<file path="src/rtl/core/m3h_pkg.sv">
// shared types, constants and helper functions of the murmur3 x64_128 stream hash
package m3h_pkg;

    // mixing constants
    localparam logic [63:0] MUL_K1 = 64'h87c37b91114253d5;
    localparam logic [63:0] MUL_K2 = 64'h4cf5ad432745937f;
    localparam logic [63:0] FIN_M1 = 64'hff51afd7ed558ccd;
    localparam logic [63:0] FIN_M2 = 64'hc4ceb9fe1a85ec53;
    localparam logic [63:0] ADD_H1 = 64'h0000000052dce729;
    localparam logic [63:0] ADD_H2 = 64'h0000000038495ab5;

    // default width of the message length counter
    localparam int unsigned LENGTH_BITS_DEF = 32;

    // input item layout
    localparam int unsigned IN_DATA_W = 136;
    localparam int unsigned COUNT_W   = 5;
    localparam logic [COUNT_W-1:0] FULL_COUNT = 5'd16;

    // queue between front and back
    localparam int unsigned QUEUE_DEPTH = 2;
    localparam int unsigned QPTR_W      = $clog2(QUEUE_DEPTH);
    localparam int unsigned QCNT_W      = $clog2(QUEUE_DEPTH + 1);

    // one classified block on its way to the back end
    typedef struct packed {
        logic [63:0]        lo;       // masked low word
        logic [63:0]        hi;       // masked high word
        logic [COUNT_W-1:0] add_len;  // bytes added to the length
        logic               full;     // full block round
        logic               last;     // finalize after this block
    } blk_t;

    // rotate left by a constant amount
    function automatic logic [63:0] rot_left(input logic [63:0] v, input int unsigned r);
        return (v << r) | (v >> (64 - r));
    endfunction

    // byte lane mask: lanes below n are kept
    function automatic logic [127:0] lane_mask(input logic [COUNT_W-1:0] n);
        logic [127:0] m;
        m = '0;
        for (int i = 0; i < 16; i++)
        begin
            m[8*i +: 8] = (COUNT_W'(i) < n) ? 8'hFF : 8'h00;
        end
        return m;
    endfunction

endpackage

</file>
<file path="src/rtl/core/m3h_queue.sv">
// short queue of classified blocks between front and back end
module m3h_queue (
    input  logic          clk,
    input  logic          rst_n,
    input  logic          push_valid,
    output logic          push_ready,
    input  m3h_pkg::blk_t push_entry,
    output logic          pop_valid,
    input  logic          pop_ready,
    output m3h_pkg::blk_t pop_entry
);
    import m3h_pkg::*;

    blk_t              mem [QUEUE_DEPTH];
    logic [QPTR_W-1:0] wr_ptr_reg;
    logic [QPTR_W-1:0] wr_ptr_next;
    logic [QPTR_W-1:0] rd_ptr_reg;
    logic [QPTR_W-1:0] rd_ptr_next;
    logic [QCNT_W-1:0] count_reg;
    logic [QCNT_W-1:0] count_next;
    logic              do_push;
    logic              do_pop;

    assign push_ready = (count_reg != QCNT_W'(QUEUE_DEPTH));
    assign pop_valid  = (count_reg != '0);
    assign do_push    = push_valid && push_ready;
    assign do_pop     = pop_valid && pop_ready;
    assign pop_entry  = mem[rd_ptr_reg];

    // pointer and fill count update
    always_comb
    begin
        wr_ptr_next = wr_ptr_reg;
        rd_ptr_next = rd_ptr_reg;
        count_next  = count_reg;
        if (do_push)
        begin
            wr_ptr_next = (wr_ptr_reg == QPTR_W'(QUEUE_DEPTH - 1)) ? '0 : wr_ptr_reg + 1'b1;
        end
        if (do_pop)
        begin
            rd_ptr_next = (rd_ptr_reg == QPTR_W'(QUEUE_DEPTH - 1)) ? '0 : rd_ptr_reg + 1'b1;
        end
        if (do_push && !do_pop)
        begin
            count_next = count_reg + QCNT_W'(1);
        end
        else if (do_pop && !do_push)
        begin
            count_next = count_reg - QCNT_W'(1);
        end
    end

    always_ff @(posedge clk or negedge rst_n)
    begin
        if (!rst_n)
        begin
            wr_ptr_reg <= '0;
            rd_ptr_reg <= '0;
            count_reg  <= '0;
        end
        else
        begin
            wr_ptr_reg <= wr_ptr_next;
            rd_ptr_reg <= rd_ptr_next;
            count_reg  <= count_next;
        end
    end

    // storage
    always_ff @(posedge clk)
    begin
        if (do_push)
        begin
            mem[wr_ptr_reg] <= push_entry;
        end
    end

endmodule

</file>
<file path="config.mk">
export PLATFORM = sky130hd
export DESIGN_NAME = m3h_queue
export DESIGN_NICKNAME = d
export VERILOG_FILES = /design/src/rtl/core/m3h_pkg.sv /design/src/rtl/core/m3h_queue.sv
export SDC_FILE = /design/constraint.sdc
export NUM_CORES = 1
export LEC_CHECK = 0
export BUFFER_PORTS_ARGS = -buffer_cell sky130_fd_sc_hd__buf_4
export CELL_PAD_IN_SITES_DETAIL_PLACEMENT = 0
export CELL_PAD_IN_SITES_GLOBAL_PLACEMENT = 1
export CORE_ASPECT_RATIO = 0.6
export CORE_MARGIN = 2
export CORE_UTILIZATION = 44
export DETAILED_ROUTE_END_ITERATION = 16
export PLACE_DENSITY_LB_ADDON = 0.1
export RECOVER_POWER = 50
export SETUP_SLACK_MARGIN = 0.4
export SYNTH_ARGS = -nofsm -noshare
export SYNTH_HDL_FRONTEND = slang
export SYNTH_SLANG_ARGS = --single-unit
</file>
<file path="constraint.sdc">
create_clock -name clk -period 7.5 [get_ports clk]
set_input_delay 1.125 -clock clk [delete_from_list [all_inputs] [get_ports clk]]
set_output_delay 1.125 -clock clk [all_outputs]
set_load 0.005 [all_outputs]
</file>
==> impl_metrics.json <==
{
  "setup_viol": 0,
  "syn2layout_area_growth_pct": 30.48,
  "die_w_um": 199.4,
  "arrival_ns": 4.15,
  "syn_area_per_cell_um2": 23.02,
  "cts_max_path_buffers": 3,
  "ant_nets": 0,
  "final_common_cell": "edfxtp_1",
  "synth_compound_area_frac": 0,
  "clock-sinks": 274,
  "largest_reg_flops": 270,
  "clk_pin_slew_ns": 0.06,
  "worst_pin_slew_ns": 3.139,
  "syn_inst": 438,
  "maxCapViolations": 2,
  "die-height_um": 121.3,
  "synth_nets": 578,
  "nFillCells": 1723,
  "rr_endpoint": "mem[1][4]",
  "status": "finished, violations left",
  "finalCritPeriodShare": 0.5374,
  "ys_ff_latch": 274,
  "seq_area_frac_synth": 0.8139,
  "drtIter0Drc": 256,
  "finalPower_w": 0.005024,
  "fin_setup_tns_ns": 0,
  "worstPathRequired_ns": 7.62,
  "initial_utilization": 0.4526,
  "hold_violations": 0,
  "relSlewSlack": -1.093,
  "antenna_found_initial": 3,
  "p_int_w": 0.003718,
  "htreeDepth": 1,
  "most-common-layout-cells": "270 x edfxtp_1, 143 x buf_4, 100 x clkbuf_4",
  "coreArea_um2": 22280,
  "drt-total-wl_um": 20390,
  "synth_fa_ha_area_frac": 0.001241,
  "grt_max_degree": 88,
  "ios": 276,
  "p_leak_nw": 4.895,
  "clockPowerShare": 0.254,
  "seqPwrFrac": 0.442,
  "final_util": 0.5906,
  "grt_setup_unrepaired": "false",
  "peakVddDrop_uv": 233.3,
  "powerDensity_nw_per_um2": 381.8,
  "yosys-mux-area-fraction": 0.1656,
  "min_path_type": "input pin to async pin",
  "reg2regPathDepth": 3,
  "cts_resized": 0,
  "cp_max_fo": 87,
  "violations": "capacitance limit, slew limit",
  "p_sw_frac": 0.2600,
  "grt_pass1_vias": 5322,
  "r2r_slack_ns": 3.48,
  "synth_xor_xnor_area_share": 0.004342,
  "dr.pass1.iters": 4,
  "slew_violations": 104,
  "port_buffers": 275,
  "hold_buffers": 0,
  "track_usage": 0.1631,
  "hpwl_um": 13860,
  "p_comb_frac": 0.304,
  "cts_buffers": 26,
  "drc_errors": 0,
  "critPathLaunchType": "input pin",
  "critPathKind": "input pin to register",
  "nNetsFinal": 871,
  "dieArea_um2": 24190,
  "period_needed_ns": 4.031,
  "timing.rr.start": "count_reg[0]",
  "cts_tree": "built",
  "row_count": 42,
  "syn_area_um2": 10080,
  "drive_gt1_frac": 0.5487,
  "routedWlPerCell_um": 19.23,
  "synthSimpleGateAreaFrac": 0.003350,
  "skew_ns": 0.008481,
  "clkLatencyLatePin_ns": 0.51,
  "via_per_inst": 4.769,
  "grt_pass1_wl_um": 29750,
  "grt_remaining_overflow": 0,
  "fmax_ghz": 0.2481,
  "synth_cell_types": 15,
  "cts_setup_buffers": 0,
  "vias": 5055,
  "cts_root_buffer": "clkbuf_16",
  "cp-end-kind": "register",
  "synth_top_family_by_area": "multiplexers",
  "gp_congestion": 0.7443,
  "yosysWarnings": 0,
  "power_switching_w": 0.001306
}
-- worst max-delay path: stages --
cell,delay [ns]
buf_4,0.09
and3_1,1.70
buf_4,1.11
-- layer usage --
layer | global-route usage | routed length, um | vias up
met5 | 0 | 0 | -
met4 | 0.03565 | 331 | 0
met3 | 0.04669 | 1734 | 31
met2 | 0.2504 | 9226 | 180
met1 | 0.2328 | 9094 | 2508
li1 | - | - | 2336
-- per-stage QoR --
| step | hold slack (ns) | setup slack [ns] | std cells | area (um^2) |
|---|---|---|---|---|
| finish | 0.4486 | 3.469 | 1060 | 13160 |
| global route | 0.4512 | 3.127 | 1057 | 13150 |
| CTS | 0.3891 | 3.759 | 1057 | 13300 |
| detailed placement | 0.4813 | 4.100 | 1011 | 12480 |
| global placement | 0.4717 | 4.151 | 1011 | 12480 |
| floorplan | 0.4559 | 2.327 | 438 | 10090 |
-- worst max path at each step --
stage,start,to,cells after the start
final,push_valid,mem[1][4],3
after global routing,count_reg[0],mem[1][34],3
after CTS,rd_ptr_reg,pop_entry[25],3
after detailed placement,push_valid,mem[1][71],3
after global placement,push_valid,mem[1][64],3
after floorplan,push_valid,mem[0][0],2
-- logic make-up (layout without fill, tap and decap cells) --
group                    Yosys count  count (layout)
flip-flops                       274             274
multiplexers                     135             135
buffers and inverters             16             327
AND/OR/NAND/NOR                    7               7
XOR/XNOR                           5               5
adder cells (fa/ha/maj)            1               1
other                              0               3
-- layout make-up --
| cell class | instances | area [um^2] | share of cell area |
|---|---|---|---|
| Clock buffer | 35 | 705.7 | 0.05363 |
| Clock inverter | 11 | 121.4 | 0.009223 |
| Timing Repair Buffer | 280 | 1963 | 0.1492 |
| Antenna cell | 3 | 7.507 | 0.0005705 |
| Inverter | 1 | 3.754 | 0.0002853 |
| Sequential cell | 274 | 8212 | 0.6240 |
| Tap cell | 308 | 385.4 | 0.02929 |
| Multi-Input combinational cell | 148 | 1760 | 0.1338 |
-- power by group through the flow --
stage / Combinational (W) / Clock, W / Sequential, W
4_1_cts: 0.00158 / 0.00131 / 0.00222
3_5_place_dp: 0.00157 / 0 / 0.00225
3_3_place_gp: 0.00156 / 0 / 0.00222
6_report: 0.00153 / 0.00128 / 0.00222
5_1_grt: 0.00164 / 0.00136 / 0.00226
2_1_floorplan: 0.000862 / 0 / 0.00222
-- cells in the mapped netlist (all sizes together) --
| master | count | area [um^2] |
|---|---|---|
| nand2 | 2 | 7.510 |
| or2 | 1 | 6.260 |
| and3 | 1 | 6.260 |
| dfrtp | 4 | 100.1 |
| nand2b | 1 | 6.260 |
| ha | 1 | 12.51 |
| inv | 1 | 3.750 |
| nor2 | 2 | 7.510 |
| xnor2 | 3 | 26.28 |
| mux2 | 135 | 1670 |
| xor2 | 2 | 17.52 |
| edfxtp | 270 | 8108 |
| buf | 15 | 112.6 |
(Power assumes the default switching activity.)
