--- src/rtl/core/m3h_pkg.sv ---
// shared types, constants and helper functions of the murmur3 x64_128 stream hash
package m3h_pkg;

    // mixing constants
    localparam logic [63:0] MUL_K1 = 64'h87c37b91114253d5;
    localparam logic [63:0] MUL_K2 = 64'h4cf5ad432745937f;
    localparam logic [63:0] FIN_M1 = 64'hff51afd7ed558ccd;
    localparam logic [63:0] FIN_M2 = 64'hc4ceb9fe1a85ec53;
    localparam logic [63:0] ADD_H1 = 64'h0000000052dce729;
    localparam logic [63:0] ADD_H2 = 64'h0000000038495ab5;

    // default width of the message length counter
    localparam int unsigned LENGTH_BITS_DEF = 32;

    // input item layout
    localparam int unsigned IN_DATA_W = 136;
    localparam int unsigned COUNT_W   = 5;
    localparam logic [COUNT_W-1:0] FULL_COUNT = 5'd16;

    // queue between front and back
    localparam int unsigned QUEUE_DEPTH = 2;
    localparam int unsigned QPTR_W      = $clog2(QUEUE_DEPTH);
    localparam int unsigned QCNT_W      = $clog2(QUEUE_DEPTH + 1);

    // one classified block on its way to the back end
    typedef struct packed {
        logic [63:0]        lo;       // masked low word
        logic [63:0]        hi;       // masked high word
        logic [COUNT_W-1:0] add_len;  // bytes added to the length
        logic               full;     // full block round
        logic               last;     // finalize after this block
    } blk_t;

    // rotate left by a constant amount
    function automatic logic [63:0] rot_left(input logic [63:0] v, input int unsigned r);
        return (v << r) | (v >> (64 - r));
    endfunction

    // byte lane mask: lanes below n are kept
    function automatic logic [127:0] lane_mask(input logic [COUNT_W-1:0] n);
        logic [127:0] m;
        m = '0;
        for (int i = 0; i < 16; i++)
        begin
            m[8*i +: 8] = (COUNT_W'(i) < n) ? 8'hFF : 8'h00;
        end
        return m;
    endfunction

endpackage

--- src/rtl/core/m3h_mul.sv ---
// 64 x 64 multiply modulo 2^64 on one 32 x 32 multiplier, three partial products
module m3h_mul (
    input  logic        clk,
    input  logic        rst_n,
    input  logic        start,
    input  logic [63:0] a,
    input  logic [63:0] b,
    output logic        done,
    output logic [63:0] product
);

    typedef enum logic [1:0] {
        PH_IDLE,
        PH_LL,
        PH_LH,
        PH_HL
    } phase_t;

    phase_t      phase_reg;
    phase_t      phase_next;
    logic        done_reg;
    logic        done_next;
    logic [63:0] a_reg;
    logic [63:0] b_reg;
    logic [63:0] acc_reg;
    logic [63:0] acc_next;
    logic [31:0] pa;
    logic [31:0] pb;
    logic [63:0] pp;

    // partial product operand select
    always_comb
    begin
        pa = (phase_reg == PH_HL) ? a_reg[63:32] : a_reg[31:0];
        pb = (phase_reg == PH_LH) ? b_reg[63:32] : b_reg[31:0];
        pp = 64'(pa) * 64'(pb);
    end

    // phase sequencing and accumulation
    always_comb
    begin
        phase_next = phase_reg;
        done_next  = 1'b0;
        acc_next   = acc_reg;
        unique case (phase_reg)
            PH_IDLE:
            begin
                if (start)
                begin
                    phase_next = PH_LL;
                end
            end
            PH_LL:
            begin
                acc_next   = pp;
                phase_next = PH_LH;
            end
            PH_LH:
            begin
                acc_next   = acc_reg + {pp[31:0], 32'h0};
                phase_next = PH_HL;
            end
            PH_HL:
            begin
                acc_next   = acc_reg + {pp[31:0], 32'h0};
                phase_next = PH_IDLE;
                done_next  = 1'b1;
            end
            default:
            begin
                phase_next = PH_IDLE;
            end
        endcase
    end

    always_ff @(posedge clk or negedge rst_n)
    begin
        if (!rst_n)
        begin
            phase_reg <= PH_IDLE;
            done_reg  <= 1'b0;
            acc_reg   <= '0;
        end
        else
        begin
            phase_reg <= phase_next;
            done_reg  <= done_next;
            acc_reg   <= acc_next;
        end
    end

    // operands
    always_ff @(posedge clk)
    begin
        if (phase_reg == PH_IDLE && start)
        begin
            a_reg <= a;
            b_reg <= b;
        end
    end

    assign done    = done_reg;
    assign product = acc_reg;

endmodule

--- src/rtl/core/m3h_back.sv ---
// back end: block rounds, tail mixing, length fold and finalization on a shared multiplier
module m3h_back #(
    parameter int unsigned LENGTH_BITS = m3h_pkg::LENGTH_BITS_DEF
) (
    input  logic          clk,
    input  logic          rst_n,
    input  logic [31:0]   seed,
    input  logic          pop_valid,
    output logic          pop_ready,
    input  m3h_pkg::blk_t pop_entry,
    output logic          out_valid,
    input  logic          out_ready,
    output logic [63:0]   out_data
);
    import m3h_pkg::*;

    typedef enum logic [4:0] {
        ST_IDLE,
        ST_K1A,
        ST_K1B,
        ST_K2A,
        ST_K2B,
        ST_R1A,
        ST_R1B,
        ST_R2A,
        ST_R2B,
        ST_TAIL,
        ST_FLEN,
        ST_FADD1,
        ST_FADD2,
        ST_FX1,
        ST_FM1A,
        ST_FM1B,
        ST_FX2,
        ST_FM2A,
        ST_FM2B,
        ST_FADD3,
        ST_FADD4,
        ST_OUT
    } state_t;

    state_t                 state_reg;
    state_t                 state_next;
    logic                   in_msg_reg;
    logic                   in_msg_next;
    logic                   issued_reg;
    logic                   issued_next;
    logic                   out_valid_reg;
    logic                   out_valid_next;
    logic [63:0]            out_data_reg;
    logic [63:0]            out_data_next;
    logic [63:0]            h1_reg;
    logic [63:0]            h1_next;
    logic [63:0]            h2_reg;
    logic [63:0]            h2_next;
    logic [63:0]            lo_reg;
    logic [63:0]            lo_next;
    logic [63:0]            hi_reg;
    logic [63:0]            hi_next;
    logic                   full_reg;
    logic                   full_next;
    logic                   last_reg;
    logic                   last_next;
    logic [LENGTH_BITS-1:0] total_reg;
    logic [LENGTH_BITS-1:0] total_next;
    logic                   mul_start;
    logic [63:0]            mul_a;
    logic [63:0]            mul_b;
    logic                   mul_done;
    logic [63:0]            mul_p;
    logic                   mul_state;
    logic [63:0]            len64;

    m3h_mul u_mul (
        .clk     (clk),
        .rst_n   (rst_n),
        .start   (mul_start),
        .a       (mul_a),
        .b       (mul_b),
        .done    (mul_done),
        .product (mul_p)
    );

    assign len64 = 64'(total_reg);

    // multiplier operand select per state
    always_comb
    begin
        mul_state = 1'b1;
        mul_a     = lo_reg;
        mul_b     = MUL_K1;
        unique case (state_reg)
            ST_K1A:
            begin
                mul_a = lo_reg;
                mul_b = MUL_K1;
            end
            ST_K1B:
            begin
                mul_a = lo_reg;
                mul_b = MUL_K2;
            end
            ST_K2A:
            begin
                mul_a = hi_reg;
                mul_b = MUL_K2;
            end
            ST_K2B:
            begin
                mul_a = hi_reg;
                mul_b = MUL_K1;
            end
            ST_FM1A:
            begin
                mul_a = h1_reg;
                mul_b = FIN_M1;
            end
            ST_FM1B:
            begin
                mul_a = h1_reg;
                mul_b = FIN_M2;
            end
            ST_FM2A:
            begin
                mul_a = h2_reg;
                mul_b = FIN_M1;
            end
            ST_FM2B:
            begin
                mul_a = h2_reg;
                mul_b = FIN_M2;
            end
            default:
            begin
                mul_state = 1'b0;
            end
        endcase
        mul_start = mul_state && !issued_reg;
    end

    // sequencer next state
    always_comb
    begin
        state_next     = state_reg;
        in_msg_next    = in_msg_reg;
        issued_next    = issued_reg;
        out_valid_next = out_valid_reg && !out_ready;
        out_data_next  = out_data_reg;
        h1_next        = h1_reg;
        h2_next        = h2_reg;
        lo_next        = lo_reg;
        hi_next        = hi_reg;
        full_next      = full_reg;
        last_next      = last_reg;
        total_next     = total_reg;
        pop_ready      = 1'b0;

        // multiply handshake
        if (mul_state)
        begin
            if (!issued_reg)
            begin
                issued_next = 1'b1;
            end
            else if (mul_done)
            begin
                issued_next = 1'b0;
            end
        end

        unique case (state_reg)
            ST_IDLE:
            begin
                pop_ready = 1'b1;
                if (pop_valid)
                begin
                    lo_next     = pop_entry.lo;
                    hi_next     = pop_entry.hi;
                    full_next   = pop_entry.full;
                    last_next   = pop_entry.last;
                    in_msg_next = 1'b1;
                    if (!in_msg_reg)
                    begin
                        h1_next    = 64'(seed);
                        h2_next    = 64'(seed);
                        total_next = LENGTH_BITS'(pop_entry.add_len);
                    end
                    else
                    begin
                        total_next = total_reg + LENGTH_BITS'(pop_entry.add_len);
                    end
                    state_next = ST_K1A;
                end
            end
            ST_K1A:
            begin
                if (issued_reg && mul_done)
                begin
                    lo_next    = rot_left(mul_p, 31);
                    state_next = ST_K1B;
                end
            end
            ST_K1B:
            begin
                if (issued_reg && mul_done)
                begin
                    lo_next    = mul_p;
                    state_next = ST_K2A;
                end
            end
            ST_K2A:
            begin
                if (issued_reg && mul_done)
                begin
                    hi_next    = rot_left(mul_p, 33);
                    state_next = ST_K2B;
                end
            end
            ST_K2B:
            begin
                if (issued_reg && mul_done)
                begin
                    hi_next    = mul_p;
                    state_next = full_reg ? ST_R1A : ST_TAIL;
                end
            end
            // block round, first half
            ST_R1A:
            begin
                h1_next    = rot_left(h1_reg ^ lo_reg, 27) + h2_reg;
                state_next = ST_R1B;
            end
            ST_R1B:
            begin
                h1_next    = h1_reg + {h1_reg[61:0], 2'b00} + ADD_H1;
                state_next = ST_R2A;
            end
            // block round, second half
            ST_R2A:
            begin
                h2_next    = rot_left(h2_reg ^ hi_reg, 31) + h1_reg;
                state_next = ST_R2B;
            end
            ST_R2B:
            begin
                h2_next    = h2_reg + {h2_reg[61:0], 2'b00} + ADD_H2;
                state_next = last_reg ? ST_FLEN : ST_IDLE;
            end
            // tail mixing, unused lanes already zero
            ST_TAIL:
            begin
                h1_next    = h1_reg ^ lo_reg;
                h2_next    = h2_reg ^ hi_reg;
                state_next = last_reg ? ST_FLEN : ST_IDLE;
            end
            // length fold
            ST_FLEN:
            begin
                h1_next    = h1_reg ^ len64;
                h2_next    = h2_reg ^ len64;
                state_next = ST_FADD1;
            end
            ST_FADD1:
            begin
                h1_next    = h1_reg + h2_reg;
                state_next = ST_FADD2;
            end
            ST_FADD2:
            begin
                h2_next    = h2_reg + h1_reg;
                state_next = ST_FX1;
            end
            // fmix64 on first half
            ST_FX1:
            begin
                h1_next    = h1_reg ^ (h1_reg >> 33);
                state_next = ST_FM1A;
            end
            ST_FM1A:
            begin
                if (issued_reg && mul_done)
                begin
                    h1_next    = mul_p ^ (mul_p >> 33);
                    state_next = ST_FM1B;
                end
            end
            ST_FM1B:
            begin
                if (issued_reg && mul_done)
                begin
                    h1_next    = mul_p ^ (mul_p >> 33);
                    state_next = ST_FX2;
                end
            end
            // fmix64 on second half
            ST_FX2:
            begin
                h2_next    = h2_reg ^ (h2_reg >> 33);
                state_next = ST_FM2A;
            end
            ST_FM2A:
            begin
                if (issued_reg && mul_done)
                begin
                    h2_next    = mul_p ^ (mul_p >> 33);
                    state_next = ST_FM2B;
                end
            end
            ST_FM2B:
            begin
                if (issued_reg && mul_done)
                begin
                    h2_next    = mul_p ^ (mul_p >> 33);
                    state_next = ST_FADD3;
                end
            end
            ST_FADD3:
            begin
                h1_next    = h1_reg + h2_reg;
                state_next = ST_FADD4;
            end
            ST_FADD4:
            begin
                h2_next    = h2_reg + h1_reg;
                state_next = ST_OUT;
            end
            // hand the hash to the output register, end of message
            ST_OUT:
            begin
                if (!out_valid_reg || out_ready)
                begin
                    out_valid_next = 1'b1;
                    out_data_next  = h2_reg;
                    in_msg_next    = 1'b0;
                    state_next     = ST_IDLE;
                end
            end
            default:
            begin
                state_next = ST_IDLE;
            end
        endcase
    end

    // state and registered outputs
    always_ff @(posedge clk or negedge rst_n)
    begin
        if (!rst_n)
        begin
            state_reg     <= ST_IDLE;
            in_msg_reg    <= 1'b0;
            issued_reg    <= 1'b0;
            out_valid_reg <= 1'b0;
            out_data_reg  <= '0;
        end
        else
        begin
            state_reg     <= state_next;
            in_msg_reg    <= in_msg_next;
            issued_reg    <= issued_next;
            out_valid_reg <= out_valid_next;
            out_data_reg  <= out_data_next;
        end
    end

    // working values
    always_ff @(posedge clk)
    begin
        h1_reg       <= h1_next;
        h2_reg       <= h2_next;
        lo_reg       <= lo_next;
        hi_reg       <= hi_next;
        full_reg     <= full_next;
        last_reg     <= last_next;
        total_reg    <= total_next;
    end

    assign out_valid = out_valid_reg;
    assign out_data  = out_data_reg;

endmodule
--- config.mk ---
export PLATFORM = sky130hd
export DESIGN_NAME = m3h_back
export DESIGN_NICKNAME = d
export VERILOG_FILES = /design/src/rtl/core/m3h_pkg.sv /design/src/rtl/core/m3h_mul.sv /design/src/rtl/core/m3h_back.sv
export SDC_FILE = /design/constraint.sdc
export NUM_CORES = 2
export LEC_CHECK = 0
export ABC_AREA = 1
export ABC_CLOCK_PERIOD_IN_PS = 8400
export BUFFER_PORTS_ARGS = -buffer_cell sky130_fd_sc_hd__buf_2
export CAP_MARGIN = 20
export CORE_ASPECT_RATIO = 0.75
export CORE_MARGIN = 2
export CORE_UTILIZATION = 35
export DETAILED_ROUTE_END_ITERATION = 12
export PLACE_DENSITY_LB_ADDON = 0.1
export SETUP_SLACK_MARGIN = 0.5
export SLEW_MARGIN = 20
export SYNTH_ARGS = -nofsm -noshare
export SYNTH_HDL_FRONTEND = slang
export SYNTH_SLANG_ARGS = --single-unit
--- constraint.sdc ---
create_clock -name clk -period 8.4 [get_ports clk]
set_input_delay 1.68 -clock clk [delete_from_list [all_inputs] [get_ports clk]]
set_output_delay 1.68 -clock clk [all_outputs]
set_load 0.03 [all_outputs]
==> metrics.md <==
| Metric | Value |
|---|---|
| Post-Syn Nets | 14850 |
| Initial core utilization | 35.18% |
| Grt peak-use layer | met1 |
| Area of the multi-input gates | 69400 µm² |
| NumNets Final | 15820 |
| Count leader, synth | nand2_1 |
| Yosys cell types | 64 |
| IO Port Bufs | 236 |
| GR Util All Layers | 48.64% |
| Gp weighted congestion | 1.173 |
| Yosys reg bits | 507 |
| Max_cap viols | 0 |
| Critical path type | reg -> reg |
| Number of DRC markers in iteration 0 | 18730 |
| Met3 usage | 29.24% |
| Max stage delay on crit path | 600 ps |
| Actual slew at the worst max-slew pin | 1360 ps |
| CP startpoint kind | flop |
| Post-Syn Area | 90290 µm² |
| Synth warn | 0 |
| Worst Skew | 76.60 ps |
| Crit share post-route | 106.7% |
| Tmin final | 8965 ps |
| Post-place setup slack | -1242 ps |
| Commonest cells post-synth | nand2_1, inv_1, nor2_1 |
| Clock H-tree levels | 3 |
| GR Util met2 | 55.60% |
| Grt met1 use | 69.34% |
| Crit path capture type | flop |
| Post-synthesis cell count | 13040 |
| CTS Sinks | 507 |
| Sequential share of the synthesized area | 16.09% |
| Die footprint | 262100 µm² |
| CTS max path bufs | 3 |
| Setup violators final | 21 |
| Core area | 256600 µm² |
| Clock transition at the registers of the reported paths | 60 ps |
| DR vias/cell | 6.082 |
| Initial antenna violation count | 78 |
| Overflow after GRT | 0 |
| Routed Antenna Nets | 0 |
| Final wirelength | 657900 µm |
| WP data arrival | 9590 ps |
| Critical Path Fanout Max | 7 |
| Area delta synth->final | 21.76% |
| CTS tree | built |
| Dpl hpwl | 559100 µm |
| CTS Buf Count | 66 |
| Slew margin rel. | 9.030% |
| DRC | 0 |
| First-pass GRT wire length | 856100 µm |
| Final Hold Viols | 0 |
| Fill count | 26720 |
| Register Area | 14530 µm² |
| Post-synthesis average cell area | 6.927 µm² |
| Number of synthesized flops with an enable pin | 368 |
| Share of cells above drive strength 1 | 15.49% |
| Fraction of registers with async set/reset | 27.42% |
| Vias | 106700 |
| Max-slew violations | 0 |
| DIE WIDTH | 590.5 µm |
| Main synth FF type | edfxtp_1 |
| Status | finished with violations |
| Die Span Y | 443.9 µm |
| 1st-pass router iterations | 8 |
| RSZ-0062 raised after global routing | true |
| Cell taking the most area after synthesis | fa_1 |
| Slowest CP cell | fa_2 |
| CP required | 9030 ps |
| Synth area leaders | fa_1, nand2_1, edfxtp_1, ha_1, inv_1 |
| F_max | 111.5 MHz |
| Fin util | 42.84% |
| Vias in the first global route | 96100 |
| Worst Hold Class | reg -> reg |
| Row count | 161 |
| Clk Tree Root Cell | clkbuf_16 |
| Yosys top cell area share | 19.98% |
| Worst setup margin | -565.2 ps |
| Failing checks | negative setup slack |
| Layout Cells excl Fill | 17540 |
| # IOs | 237 |
| Worst-skew pair later-pin latency | 760 ps |
| Pin count of the biggest net entering global routing | 129 |
| WL/cell | 37.51 µm |
| Placed insts | 17200 |
==> worst max-delay path, delay by kind of cell (launching register included) <==
kind,cells,cell delay (ps)
DFF,1,420
and+or+nand+nor,11,1090
AOI/OAI and AO/OA,4,810
adders and majority gates,11,4600
xor gates and xnor gates,1,190
buffers and inverters,17,1730
==> per-layer routing <==
layer | routed length (µm) | part of all wire (%) | vias up
li1 | - | - | 43640
met5 | 2454 | 0.37 | -
met3 | 123400 | 19 | 1245
met2 | 219200 | 33 | 8978
met1 | 278500 | 42 | 52770
met4 | 34350 | 5.2 | 52
==> stage by stage <==
step,instance area (µm²),hold WS [ps],setup TNS (ps)
floorplan,90820,528.3,0
global placement,101600,459.5,-27870
detailed placement,101700,472.6,-27600
CTS,108200,487.9,-4286
global route,109800,501.0,-14320
finish,109900,484.7,-7857
==> cells by family after synthesis <==
logic type | synth area share, %
simple gates | 27.05
compound gates | 12.48
flops | 16.09
fa+ha+maj | 30.25
buf+inv | 11.31
xor+xnor | 2.823
==> area by class of cell <==
cell class	instances	area share [%]
Antenna cell	54	0.1229
Clock buffer	77	1.597
Clock inverter	45	0.4905
Inverter	2334	8.079
Multi-Input combinational cell	9844	63.13
Sequential cell	507	13.22
Tap cell	3423	3.896
Timing Repair Buffer	1257	9.469
==> path summary, 6_finish.rpt <==
kind | cells after the start | start | end | slack, ps
max in group asynchronous | 2 | rst_n | out_data[52] | 6300
max | 44 | u_mul.phase_reg[0] | u_mul.product[60] | -570
max reg2reg | 44 | u_mul.phase_reg[0] | u_mul.product[60] | -570
min reg2reg | 2 | out_data[33] | out_data[33] | 480
min | 2 | out_data[33] | out_data[33] | 480
min in group asynchronous | 1 | rst_n | u_mul.product[58] | 920
==> cells in the final DEF (no fill, tap or decap), types with 92 or more instances in the layout <==
| cell | instances |
|---|---|
| nor3_1 | 92 |
| inv_1 | 2193 |
| xnor2_1 | 93 |
| nand4_1 | 122 |
| nor2_1 | 1323 |
| fa_1 | 846 |
| dfrtp_1 | 139 |
| a21oi_1 | 664 |
| o21ai_0 | 541 |
| nand3_1 | 599 |
| o221ai_1 | 132 |
| edfxtp_1 | 368 |
| nand3b_1 | 117 |
| buf_2 | 236 |
| nand2_1 | 3294 |
| ha_1 | 677 |
| buf_6 | 98 |
| buf_4 | 828 |
| xor2_1 | 181 |
| inv_2 | 104 |
| o22ai_1 | 92 |
==> what timing repair did <==
item,CTS,global route
pin swaps,223,145
hold buffers,0,0
setup endpoints to repair,50,44
resized for setup,802,276
buffers inserted,110,42
gates cloned,5,2
Power is not shown: default switching activity piles up to over one toggle a cycle in this logic, so the estimate is an artifact.
