===== src/rtl/core/m3h_pkg.sv =====
// shared types, constants and helper functions of the murmur3 x64_128 stream hash
package m3h_pkg;

    // mixing constants
    localparam logic [63:0] MUL_K1 = 64'h87c37b91114253d5;
    localparam logic [63:0] MUL_K2 = 64'h4cf5ad432745937f;
    localparam logic [63:0] FIN_M1 = 64'hff51afd7ed558ccd;
    localparam logic [63:0] FIN_M2 = 64'hc4ceb9fe1a85ec53;
    localparam logic [63:0] ADD_H1 = 64'h0000000052dce729;
    localparam logic [63:0] ADD_H2 = 64'h0000000038495ab5;

    // default width of the message length counter
    localparam int unsigned LENGTH_BITS_DEF = 32;

    // input item layout
    localparam int unsigned IN_DATA_W = 136;
    localparam int unsigned COUNT_W   = 5;
    localparam logic [COUNT_W-1:0] FULL_COUNT = 5'd16;

    // queue between front and back
    localparam int unsigned QUEUE_DEPTH = 2;
    localparam int unsigned QPTR_W      = $clog2(QUEUE_DEPTH);
    localparam int unsigned QCNT_W      = $clog2(QUEUE_DEPTH + 1);

    // one classified block on its way to the back end
    typedef struct packed {
        logic [63:0]        lo;       // masked low word
        logic [63:0]        hi;       // masked high word
        logic [COUNT_W-1:0] add_len;  // bytes added to the length
        logic               full;     // full block round
        logic               last;     // finalize after this block
    } blk_t;

    // rotate left by a constant amount
    function automatic logic [63:0] rot_left(input logic [63:0] v, input int unsigned r);
        return (v << r) | (v >> (64 - r));
    endfunction

    // byte lane mask: lanes below n are kept
    function automatic logic [127:0] lane_mask(input logic [COUNT_W-1:0] n);
        logic [127:0] m;
        m = '0;
        for (int i = 0; i < 16; i++)
        begin
            m[8*i +: 8] = (COUNT_W'(i) < n) ? 8'hFF : 8'h00;
        end
        return m;
    endfunction

endpackage


===== src/rtl/core/m3h_front.sv =====
// front end: accepts items, classifies full or tail block and masks unused bytes
module m3h_front (
    input  logic                               clk,
    input  logic                               rst_n,
    input  logic                               s_tvalid,
    output logic                               s_tready,
    input  logic [m3h_pkg::IN_DATA_W-1:0]      s_tdata,
    input  logic                               s_tlast,
    output logic                               push_valid,
    input  logic                               push_ready,
    output m3h_pkg::blk_t                      push_entry
);
    import m3h_pkg::*;

    logic               valid_reg;
    logic               valid_next;
    blk_t               entry_reg;
    blk_t               entry_next;
    logic [COUNT_W-1:0] count_in;
    logic [COUNT_W-1:0] count_eff;
    logic [127:0]       mask;
    logic               accept;

    // classify: anything but a short last block counts as sixteen bytes
    always_comb
    begin
        count_in  = s_tdata[132:128];
        count_eff = (!s_tlast || count_in >= FULL_COUNT) ? FULL_COUNT : count_in;
        mask      = lane_mask(count_eff);
        entry_next.lo      = s_tdata[63:0] & mask[63:0];
        entry_next.hi      = s_tdata[127:64] & mask[127:64];
        entry_next.add_len = count_eff;
        entry_next.full    = (count_eff == FULL_COUNT);
        entry_next.last    = s_tlast;
    end

    assign s_tready   = !valid_reg || push_ready;
    assign accept     = s_tvalid && s_tready;
    assign valid_next = accept || (valid_reg && !push_ready);

    // holding stage control
    always_ff @(posedge clk or negedge rst_n)
    begin
        if (!rst_n)
        begin
            valid_reg <= 1'b0;
        end
        else
        begin
            valid_reg <= valid_next;
        end
    end

    // holding stage payload
    always_ff @(posedge clk)
    begin
        if (accept)
        begin
            entry_reg <= entry_next;
        end
    end

    assign push_valid = valid_reg;
    assign push_entry = entry_reg;

endmodule


===== config.mk =====
export PLATFORM = sky130hd
export DESIGN_NAME = m3h_front
export DESIGN_NICKNAME = d
export VERILOG_FILES = /design/src/rtl/core/m3h_pkg.sv /design/src/rtl/core/m3h_front.sv
export SDC_FILE = /design/constraint.sdc
export NUM_CORES = 1
export LEC_CHECK = 0
export BUFFER_PORTS_ARGS = -buffer_cell sky130_fd_sc_hd__clkbuf_2
export CELL_PAD_IN_SITES_DETAIL_PLACEMENT = 0
export CELL_PAD_IN_SITES_GLOBAL_PLACEMENT = 1
export CORE_MARGIN = 1
export CORE_UTILIZATION = 38
export DETAILED_ROUTE_END_ITERATION = 12
export HOLD_SLACK_MARGIN = 0.02
export PLACE_DENSITY = 0.89
export SLEW_MARGIN = 20
export SYNTH_ARGS = -nofsm -noshare
export SYNTH_HDL_FRONTEND = slang
export SYNTH_SLANG_ARGS = --single-unit
export TNS_END_PERCENT = 20

===== constraint.sdc =====
create_clock -name clk -period 8.7 [get_ports clk]
set_clock_uncertainty 0.05 [all_clocks]
set_input_delay 0.435 -clock clk [delete_from_list [all_inputs] [get_ports clk]]
set_output_delay 0.435 -clock clk [all_outputs]
set_load 0.01 [all_outputs]

==> metrics.md, run 1 <==
| Metric | Value |
|---|---|
| Status | `finished, final reports clean` |
| N_diodes | `0` |
| Overflow after GRT | `0` |
| DP Area | `6840 um2` |
| Worst hold path class | `primary input to register` |
| Max-slew violation count | `0` |
| Total Wirelength | `12900 um` |
| Synth cell types | `25` |
| #FFs+latches synth | `136` |
| Vias | `3723` |
| Layout cell share with drive strength beyond 1 | `52.1%` |
| Worst skew pair latency | `0.40 ns` |
| Critical path startpoint | `push_valid` |
| Syn_area_per_cell | `16.9 um2` |
| Height of the chip | `120 um` |
| R2R Setup Slk | `6.15 ns` |
| Final ANT Viol Nets | `0` |
| CTS Buf Count | `17` |
| Hold Path Depth | `2` |
| Tot GR Track Use | `17.7%` |
| CP Capture Type | `register` |
| CTS H-tree lvls | `4` |
| Fin crit period | `2.55 ns` |
| Hpwl dp | `9310 um` |
| Syn-to-layout area delta | `40.2%` |
| DR pass1 iterations | `4` |
| Leakage power | `3.19 nW` |
| FF-to-FF path depth | `3` |
| First-pass GRT wire length | `19100 um` |
| Syn Nets | `456` |
| Ports | `278` |
| Min-delay src | `s_tvalid` |
| Drt wl/cell | `16.5 um` |
| Critical path peak fanout | `69` |
| Period utilization | `29.3%` |
| Initial DRC count | `134` |
| Buffer count from post-CTS setup fixing | `0` |
| CP Launch Type | `register` |
| Nets | `735` |
| Overall power consumption | `1.65 mW` |
| Most frequent cells in the layout | `274 x clkbuf_2, 135 x edfxtp_1, 88 x a21boi_0` |
| Final Hold Vio Count | `0` |
| Seq/Total Area, Yosys | `76.6%` |
| Pin count of the biggest net entering global routing | `70` |
| Die area | `14500 um2` |
| Core area | `13500 um2` |
| Power per cell area | `221 nW/um2` |
| Synthesis warning total | `0` |
| Most common cell after layout, fill and taps aside | `clkbuf_2` |
| Cell area after layout | `7470 um2` |
| Post-Syn Area | `5330 um2` |
| Mapped Cells | `315` |
| DR vias/cell | `4.75` |
| Number of remaining DRC errors | `0` |
| Input/output buffers | `274` |
| Worst Path Arrival | `2.53 ns` |
| Least-Margin Pin Slew | `1.03 ns` |
| Hold Crit Endpoint | `push_valid` |
| # setup viols final | `0` |
| RSZ-0062 raised after global routing | `no` |
| Maxcap violations | `0` |
| Setup TNS | `0 ns` |
| Setup Crit Path Kind | `register to register` |
| Vias in the first global route | `3751` |
| Die W | `120 um` |
| Routability congestion estimate | `0.773` |
| Cell Rows | `42` |
| CTS Sinks | `136` |
| Worst reg2reg startpoint | `push_valid` |
| Critical path required time | `8.68 ns` |
| CTS tree | `yes` |
| CTS Root Cell | `clkbuf_16` |
| FF-to-FF End | `push_entry[125]` |
| Max-slew headroom | `30.6%` |
| Worst-path clk slew | `0.06 ns` |
| Longest Clk Path Bufs | `2` |
| Fmax | `393 MHz` |
| Worst VDD drop | `105 uV` |
| Initial Util | `39.6%` |
| Initial antenna violation count | `0` |
-- worst max-delay path, cell delays in order, from the launching register on --
cell      delay [ns]
dfrtp_1         0.37
nand2b_1        0.12
and2_4          0.71
buf_4           0.78
-- flip-flops by register name (all words and copies together) (netlist names) --
| name | count |
|---|---|
| push_valid | 1 |
| push_entry | 135 |
-- synth_stat cells --
cell type / instances / share of area [%]
and2_1: 13 / 1.5
nand4_2: 1 / 0.23
buf_4: 3 / 0.42
a31oi_1: 8 / 0.94
buf_2: 9 / 0.85
nand2_1: 2 / 0.14
nor4b_4: 1 / 0.45
clkbuf_1: 3 / 0.21
a21boi_1: 8 / 1.1
edfxtp_1: 135 / 76
nor2b_1: 17 / 2.0
nand2b_1: 2 / 0.23
o211ai_2: 1 / 0.23
o31ai_2: 1 / 0.23
o21ai_1: 1 / 0.094
o21ai_0: 1 / 0.094
a21boi_0: 88 / 12
inv_1: 10 / 0.70
nand2_2: 1 / 0.12
buf_6: 3 / 0.63
nor3_2: 1 / 0.19
nor3b_2: 1 / 0.23
dfrtp_1: 1 / 0.47
nor2_1: 1 / 0.070
nand3_1: 3 / 0.28
-- where the power goes --
part           internal, mW  switching, mW  total (mW)  leakage [nW]
sequential            0.771         0.0104       0.782          1.31
clock                 0.450          0.269       0.719         0.277
combinational        0.0659         0.0877       0.154          1.60
-- through the flow --
stage / hold WS, ns / instances / util (%) / setup slack, ns
after global routing: 0.174 / 783 / 55.5 / 5.97
after global placement: 0.160 / 749 / 50.8 / 6.08
final: 0.181 / 783 / 55.5 / 6.15
after detailed placement: 0.162 / 749 / 50.8 / 5.98
after floorplan: 0.0894 / 315 / - / 4.39
after CTS: 0.158 / 782 / 55.4 / 6.15
-- final cells by class --
type | instances | area [um2]
sequential | 136 | 4080
timing repair buffer | 278 | 1420
fill | 1172 | 5990
clock inverter | 15 | 175
clock buffer | 17 | 425
tap | 176 | 220
inverter | 10 | 37.5
multi-input combinational | 151 | 1110
-- kinds of logic (layout without fill, tap and decap cells) --
| family | count (synthesis) | after routing | share of synthesized area (%) |
|---|---|---|---|
| flip-flops | 136 | 136 | 76.6 |
| AO/OA/AOI/OAI | 108 | 108 | 15.1 |
| AND/OR/NAND/NOR | 43 | 43 | 5.47 |
| buffers and inverters | 28 | 320 | 2.82 |
-- per-layer routing --
layer | GRT usage, % | part of all wire, % | up-vias
li1 | - | - | 1762
met1 | 19.8 | 39 | 1758
met2 | 30.3 | 51 | 181
met3 | 6.04 | 8.2 | 22
met4 | 8.33 | 2.2 | 0
met5 | 0 | 0 | -
-- timing repair --
item | 4_1_cts | 5_1_grt
gates resized for setup | 0 | 0
setup endpoints to repair | 0 | 0
hold buffers | 1 | 0
hold endpoints to repair | 1 | 0
-- how the worst max path moves through the flow --
stage                            to  slack [ns]
CTS                 push_entry[131]        6.15
global placement     push_entry[71]        6.08
global route         push_entry[73]        5.97
finish              push_entry[125]        6.15
detailed placement   push_entry[76]        5.98
floorplan             push_entry[0]        4.39
Power figures use the tool's default switching activity.
==> inputs of run 2 (changes only) <==
--- a/config.mk
+++ b/config.mk
@@ -9,10 +9,10 @@
 export CELL_PAD_IN_SITES_DETAIL_PLACEMENT = 0
 export CELL_PAD_IN_SITES_GLOBAL_PLACEMENT = 1
 export CORE_MARGIN = 1
-export CORE_UTILIZATION = 38
+export CORE_UTILIZATION = 35
 export DETAILED_ROUTE_END_ITERATION = 12
 export HOLD_SLACK_MARGIN = 0.02
-export PLACE_DENSITY = 0.89
+export PLACE_DENSITY = 0.83
 export SLEW_MARGIN = 20
 export SYNTH_ARGS = -nofsm -noshare
 export SYNTH_HDL_FRONTEND = slang
==> constraint.sdc (replaced) <==
create_clock -name clk -period 2.7 [get_ports clk]
set_clock_uncertainty 0.05 [all_clocks]
set_input_delay 0.135 -clock clk [delete_from_list [all_inputs] [get_ports clk]]
set_output_delay 0.135 -clock clk [all_outputs]
set_load 0.01 [all_outputs]
==> run 2 against run 1 <==
Compared with the run above:
- the run now ends with DRC left
- die area is 8.4% higher
- core utilization increased by 2.4 points
- wire length is 11% higher
- final cell count rose by 15%
- first-iteration DRC count grew 93%
- worst hold slack got worse by 0.14 ns
- clock power grew to 2.9 times the previous value
- count of clock-buffer cells in the layout up 3
- flip-flop and latch count stayed put
- cell area grew 14%
- via count rose by 13%
- largest power group unchanged
==> metrics.md, run 2 (synthesis results as in run 1) <==
| Metric | Value |
|---|---|
| Final ANT Viol Nets | `0` |
| DR pass1 iterations | `9` |
| Maxcap violations | `0` |
| Power per cell area | `611 nW/um2` |
| Worst reg2reg startpoint | `push_valid` |
| Pin count of the biggest net entering global routing | `69` |
| CTS Root Cell | `clkbuf_16` |
| Die area | `15700 um2` |
| CTS Buf Count | `17` |
| Total Wirelength | `14300 um` |
| Setup TNS | `0 ns` |
| Leakage power | `3.63 nW` |
| Most frequent cells in the layout | `274 x clkbuf_2, 135 x edfxtp_1, 110 x dlygate4sd3_1` |
| CP Capture Type | `register` |
| Worst VDD drop | `393 uV` |
| FF-to-FF path depth | `3` |
| Cell Rows | `44` |
| Initial antenna violation count | `0` |
| Most common cell after layout, fill and taps aside | `clkbuf_2` |
| Min-delay src | `s_tdata[47]` |
| RSZ-0062 raised after global routing | `no` |
| DR vias/cell | `4.65` |
| Input/output buffers | `274` |
| Status | `finished, violations left` |
| Hold Crit Endpoint | `push_entry[118]` |
| Max-slew violation count | `0` |
| CP Launch Type | `primary input` |
| CTS H-tree lvls | `4` |
| Critical path required time | `2.76 ns` |
| Ports | `278` |
| Vias | `4189` |
| Fmax | `557 MHz` |
| Die W | `125 um` |
| Failing checks | `DRC` |
| Number of remaining DRC errors | `17` |
| Setup Crit Path Kind | `primary input to register` |
| First-pass GRT wire length | `22200 um` |
| CTS tree | `yes` |
| Initial Util | `36.2%` |
| Final Hold Vio Count | `0` |
| Vias in the first global route | `4422` |
| Period utilization | `66.5%` |
| Placed insts | `759` |
| Worst skew pair latency | `0.40 ns` |
| Hpwl dp | `9530 um` |
| Hold buffer count at cts | `110` |
| Overflow after GRT | `0` |
| Fillers | `1167` |
| # setup viols final | `0` |
| CTS Sinks | `136` |
| N_diodes | `0` |
| Fin crit period | `1.80 ns` |
| Buffer count from post-CTS setup fixing | `0` |
| FF-to-FF End | `push_entry[101]` |
| Non-filler instance count after layout | `900` |
| Least-Margin Pin Slew | `0.829 ns` |
| Nets | `845` |
| Drt wl/cell | `15.9 um` |
| Met2 Usage GRT | `33.1%` |
| Util after Layout | `57.9%` |
| Worst hold path class | `primary input to register` |
| M3 GR Usage | `6.72%` |
| Max-slew headroom | `44.1%` |
| Layout cell share with drive strength beyond 1 | `43.9%` |
| R2R Setup Slk | `1.13 ns` |
| Height of the chip | `125 um` |
| Resized cells post-CTS | `0` |
| Hold Path Depth | `2` |
| Initial DRC count | `258` |
| Routability congestion estimate | `0.777` |
| Worst Path Arrival | `1.85 ns` |
| Longest Clk Path Bufs | `2` |
| GR peak layer | `met2` |
| Max reg flops | `135` |
| Core area | `14700 um2` |
| Tot GR Track Use | `18.6%` |
| Global-route met1 utilization | `20.0%` |
| Critical path peak fanout | `51` |
| Syn-to-layout area delta | `59.7%` |
| Worst-path clk slew | `0.05 ns` |
run 2: layer usage:
metal	up-vias	wire length [um]
met5	-	0
li1	1978	-
met3	29	1120
met4	0	370
met1	1984	5450
met2	198	7350
run 2: metrics by stage:
stage	cell area (um2)	setup WS (ns)	hold slack [ns]	power (mW)
after global placement	6890	0.971	-0.140	3.05
after detailed placement	6890	0.887	-0.139	3.07
after global routing	8510	0.815	0.0235	5.41
after floorplan	5330	0.648	-0.211	2.79
after CTS	8510	0.981	0.0202	5.26
final	8510	0.904	0.0386	5.20
run 2: area by class of cell:
class | instances | area [um2] | area share (%)
Clock buffer | 20 | 437 | 5.13
Clock inverter | 11 | 83.8 | 0.985
Inverter | 10 | 37.5 | 0.441
Multi-Input combinational cell | 151 | 1110 | 13.1
Sequential cell | 136 | 4080 | 47.9
Tap cell | 184 | 230 | 2.71
Timing Repair Buffer | 388 | 2530 | 29.7
run 2: how the worst max path moves through the flow:
stage,start,endpoint,slack (ns),cells past startpoint
floorplan,push_valid,push_entry[0],0.65,2
global placement,s_tdata[130],push_entry[94],0.97,3
detailed placement,s_tdata[130],push_entry[88],0.89,3
CTS,s_tlast,push_entry[55],0.98,5
finish,s_tlast,push_entry[55],0.90,5
global route,s_tlast,push_entry[37],0.82,5
run 2: power by group:
group | total (mW) | switching [mW] | internal (mW)
Clock | 2.05 | 0.807 | 1.24
Sequential | 2.52 | 0.0364 | 2.48
Combinational | 0.631 | 0.311 | 0.319
run 2: worst max-delay path, cell delays in order:
cell,delay [ns]
dlygate4sd3_1,0.54
clkbuf_2,0.15
nor2b_4,0.32
buf_4,0.45
a21boi_0,0.22
==> inputs of run 3 (changes only) <==
--- a/config.mk
+++ b/config.mk
@@ -5,14 +5,15 @@
 export SDC_FILE = /design/constraint.sdc
 export NUM_CORES = 1
 export LEC_CHECK = 0
+export ABC_AREA = 1
 export BUFFER_PORTS_ARGS = -buffer_cell sky130_fd_sc_hd__clkbuf_2
 export CELL_PAD_IN_SITES_DETAIL_PLACEMENT = 0
 export CELL_PAD_IN_SITES_GLOBAL_PLACEMENT = 1
 export CORE_MARGIN = 1
-export CORE_UTILIZATION = 35
+export CORE_UTILIZATION = 34
 export DETAILED_ROUTE_END_ITERATION = 12
 export HOLD_SLACK_MARGIN = 0.02
-export PLACE_DENSITY = 0.83
+export PLACE_DENSITY = 0.84
 export SLEW_MARGIN = 20
 export SYNTH_ARGS = -nofsm -noshare
 export SYNTH_HDL_FRONTEND = slang
==> constraint.sdc (replaced) <==
create_clock -name clk -period 1.75 [get_ports clk]
set_clock_uncertainty 0.05 [all_clocks]
set_input_delay 0.0875 -clock clk [delete_from_list [all_inputs] [get_ports clk]]
set_output_delay 0.0875 -clock clk [all_outputs]
set_load 0.01 [all_outputs]
==> run 3 against run 2 <==
Compared with the run above:
- the flow now finishes without violations
- critical path depth rose by 2
- worst hold slack gained 0.0030 ns
- global-route usage is 0.35 points lower
- first-iteration DRC count decreased by 39%
- total power is 60% higher
- die area rose by 4.3%
- critical path type unchanged
==> metrics.md, run 3 <==
| Metric | Value |
|---|---|
| Synth area leaders | `edfxtp_1 75%, inv_1 9.7%, nor2_1 7.3%, nand2_1 2.4%, nor2_4 0.83%` |
| Input/output buffers | `274` |
| Tot GR Track Use | `18.3%` |
| Synthesis warning total | `0` |
| Fillers | `1270` |
| Cell with the most instances after synthesis | `inv_1` |
| Switching share of power | `22.3%` |
| Pin count of the biggest net entering global routing | `41` |
| Pint | `6.46 mW` |
| Synth cell count leaders | `139 x inv_1, 135 x edfxtp_1, 105 x nor2_1, 35 x nand2_1` |
| Final ANT Viol Nets | `0` |
| Cell Rows | `45` |
| CTS Buf Count | `17` |
| Power per cell area | `919 nW/um2` |
| Max-slew headroom | `76.9%` |
| Maxcap violations | `0` |
| Synth async-reset ratio | `0.735%` |
| FF-to-FF path depth | `3` |
| Top_reg_cell synth | `edfxtp_1` |
| Vias in the first global route | `4737` |
| Clock share of power | `40.1%` |
| Resized cells post-CTS | `0` |
| DR vias/cell | `4.05` |
| Placement Setup Slack | `0.275 ns` |
| Hold Path Depth | `3` |
| Ports | `278` |
| Synth cell types | `23` |
| Overflow after GRT | `0` |
| Nets | `1018` |
| Least-Margin Pin Slew | `0.347 ns` |
| Final worst slack | `0.169 ns` |
| Post-synth EDFFs | `135` |
| Period utilization | `90.4%` |
| Fmax | `632 MHz` |
| CP Launch Type | `primary input` |
| Syn-to-layout area delta | `67.4%` |
| Total Wirelength | `14600 um` |
| Worst VDD drop | `600 uV` |
| Max reg flops | `135` |
| R2R Setup Slk | `0.29 ns` |
| Syn Nets | `585` |
| Post-Syn Area | `5400 um2` |
| Syn_area_per_cell | `12.2 um2` |
| Hold Slack | `0.0416 ns` |
| Hpwl dp | `9720 um` |
| DP Area | `7150 um2` |
| Worst-path clk slew | `0.05 ns` |
| CTS tree | `yes` |
| CTS Root Cell | `clkbuf_16` |
| Die W | `128 um` |
| CP Capture Type | `register` |
| Final Hold Vio Count | `0` |
| # setup viols final | `0` |
| First-pass GRT wire length | `22300 um` |
| Overall power consumption | `8.31 mW` |
| Most common cell after layout, fill and taps aside | `clkbuf_2` |
| Core area | `15400 um2` |
| Critical path peak fanout | `18` |
| Combinational cell fraction of total power | `13.1%` |
| Longest Clk Path Bufs | `2` |
| Vias | `4463` |
| Worst skew pair latency | `0.41 ns` |
| Setup Crit Path Kind | `primary input to register` |
| Fin crit period | `1.58 ns` |
| CTS Sinks | `136` |
| Number of remaining DRC errors | `0` |
| Most frequent cells in the layout | `274 x clkbuf_2, 139 x inv_1, 135 x edfxtp_1` |
| Drt wl/cell | `13.3 um` |
| Initial DRC count | `158` |
| Seq/Total Area, Yosys | `75.5%` |
| Cell area after layout | `9040 um2` |
| Sw power | `1.85 mW` |
| Sequential power share | `46.8%` |
| Worst Path Arrival | `1.69 ns` |
| #FFs+latches synth | `136` |
| Height of the chip | `128 um` |
| Critical path required time | `1.86 ns` |
| Mapped Cells | `444` |
| Layout cell share with drive strength beyond 1 | `37.2%` |
| RSZ-0062 raised after global routing | `no` |
| Worst hold path class | `primary input to register` |
| Synth area leader | `edfxtp_1` |
| Die area | `16400 um2` |
| CTS H-tree lvls | `4` |
| DR pass1 iterations | `4` |
| Status | `finished, final reports clean` |
| Routability congestion estimate | `0.754` |
| Max-slew violation count | `0` |
| Synth top area share | `75.1%` |
| Leakage power | `4.50 nW` |
| Initial antenna violation count | `0` |
| N_diodes | `0` |
| Initial Util | `35.1%` |
-- run 3: changes by cell type in the layout (fill, tap and decap cells not counted), moves of 4 or more --
cell	before	now
nor2_1	1	105
a31oi_1	8	0
a21boi_0	88	0
nor2b_1	16	0
dlygate4sd3_1	110	134
nor2_4	0	4
and2_1	12	0
nand2_1	2	35
inv_1	10	139
a21boi_1	8	0
-- run 3: layout make-up --
class / count / area (um2) / area share (%)
repair buffers: 416 / 2840 / 31.4
clock buffers: 22 / 444 / 4.91
multi-input cells: 164 / 782 / 8.65
inverters: 142 / 533 / 5.89
well taps: 211 / 264 / 2.92
flip-flops and latches: 136 / 4080 / 45.1
clock inverters: 10 / 104 / 1.15
-- run 3: metrics by stage --
step           instances  util [%]  setup TNS [ns]
2_1_floorplan        444         -         -190.68
3_3_place_gp         935      46.5               0
3_5_place_dp         935      46.5               0
4_1_cts             1101      58.8               0
5_1_grt             1101      58.8               0
6_report            1101      58.8               0
-- run 3: path summary, 6_finish.rpt --
path / start / end
min reg2reg: push_valid / push_entry[97]
max in group asynchronous: rst_n / push_valid
max: s_tlast / push_entry[12]
min: s_tdata[132] / push_entry[1]
max reg2reg: push_valid / push_entry[52]
min in group asynchronous: rst_n / push_valid
-- run 3: cell families after synthesis --
kind of cell	synth area share, %
buffers and inverters	10.2
flip-flops	75.5
AO/OA/AOI/OAI	1.18
AND/OR/NAND/NOR	13.1
-- run 3: power by group through the flow --
stage	Combinational [mW]	Sequential (mW)	Clock, mW
after floorplan	0.272	4.07	0
after global placement	0.832	3.94	0
after detailed placement	0.844	3.96	0
after CTS	1.08	3.89	3.42
after global routing	1.19	3.91	3.54
final	1.09	3.89	3.33
-- run 3: worst max-delay path, stage by stage --
cell and delay (ns):
dlygate4sd3_1 0.54, clkbuf_2 0.17, inv_2 0.07, nor2_8 0.25
nand3_4 0.23, nor2_4 0.26, nor2_1 0.07
-- run 3: repair_timing --
| action | CTS | global route |
|---|---|---|
| setup endpoints to repair | 0 | 0 |
| buffers inserted | 0 | 0 |
| hold buffers | 134 | 0 |
| endpoints found under the hold margin | 134 | 0 |
-- run 3: per-layer routing --
| layer | vias to the layer above | GRT usage, % | wire, um |
|---|---|---|---|
| li1 | 2222 | - | - |
| met1 | 2027 | 17.7 | 5270 |
| met2 | 180 | 34.4 | 7900 |
| met3 | 34 | 6.09 | 967 |
| met4 | 0 | 9.20 | 469 |
| met5 | - | 0 | 0 |
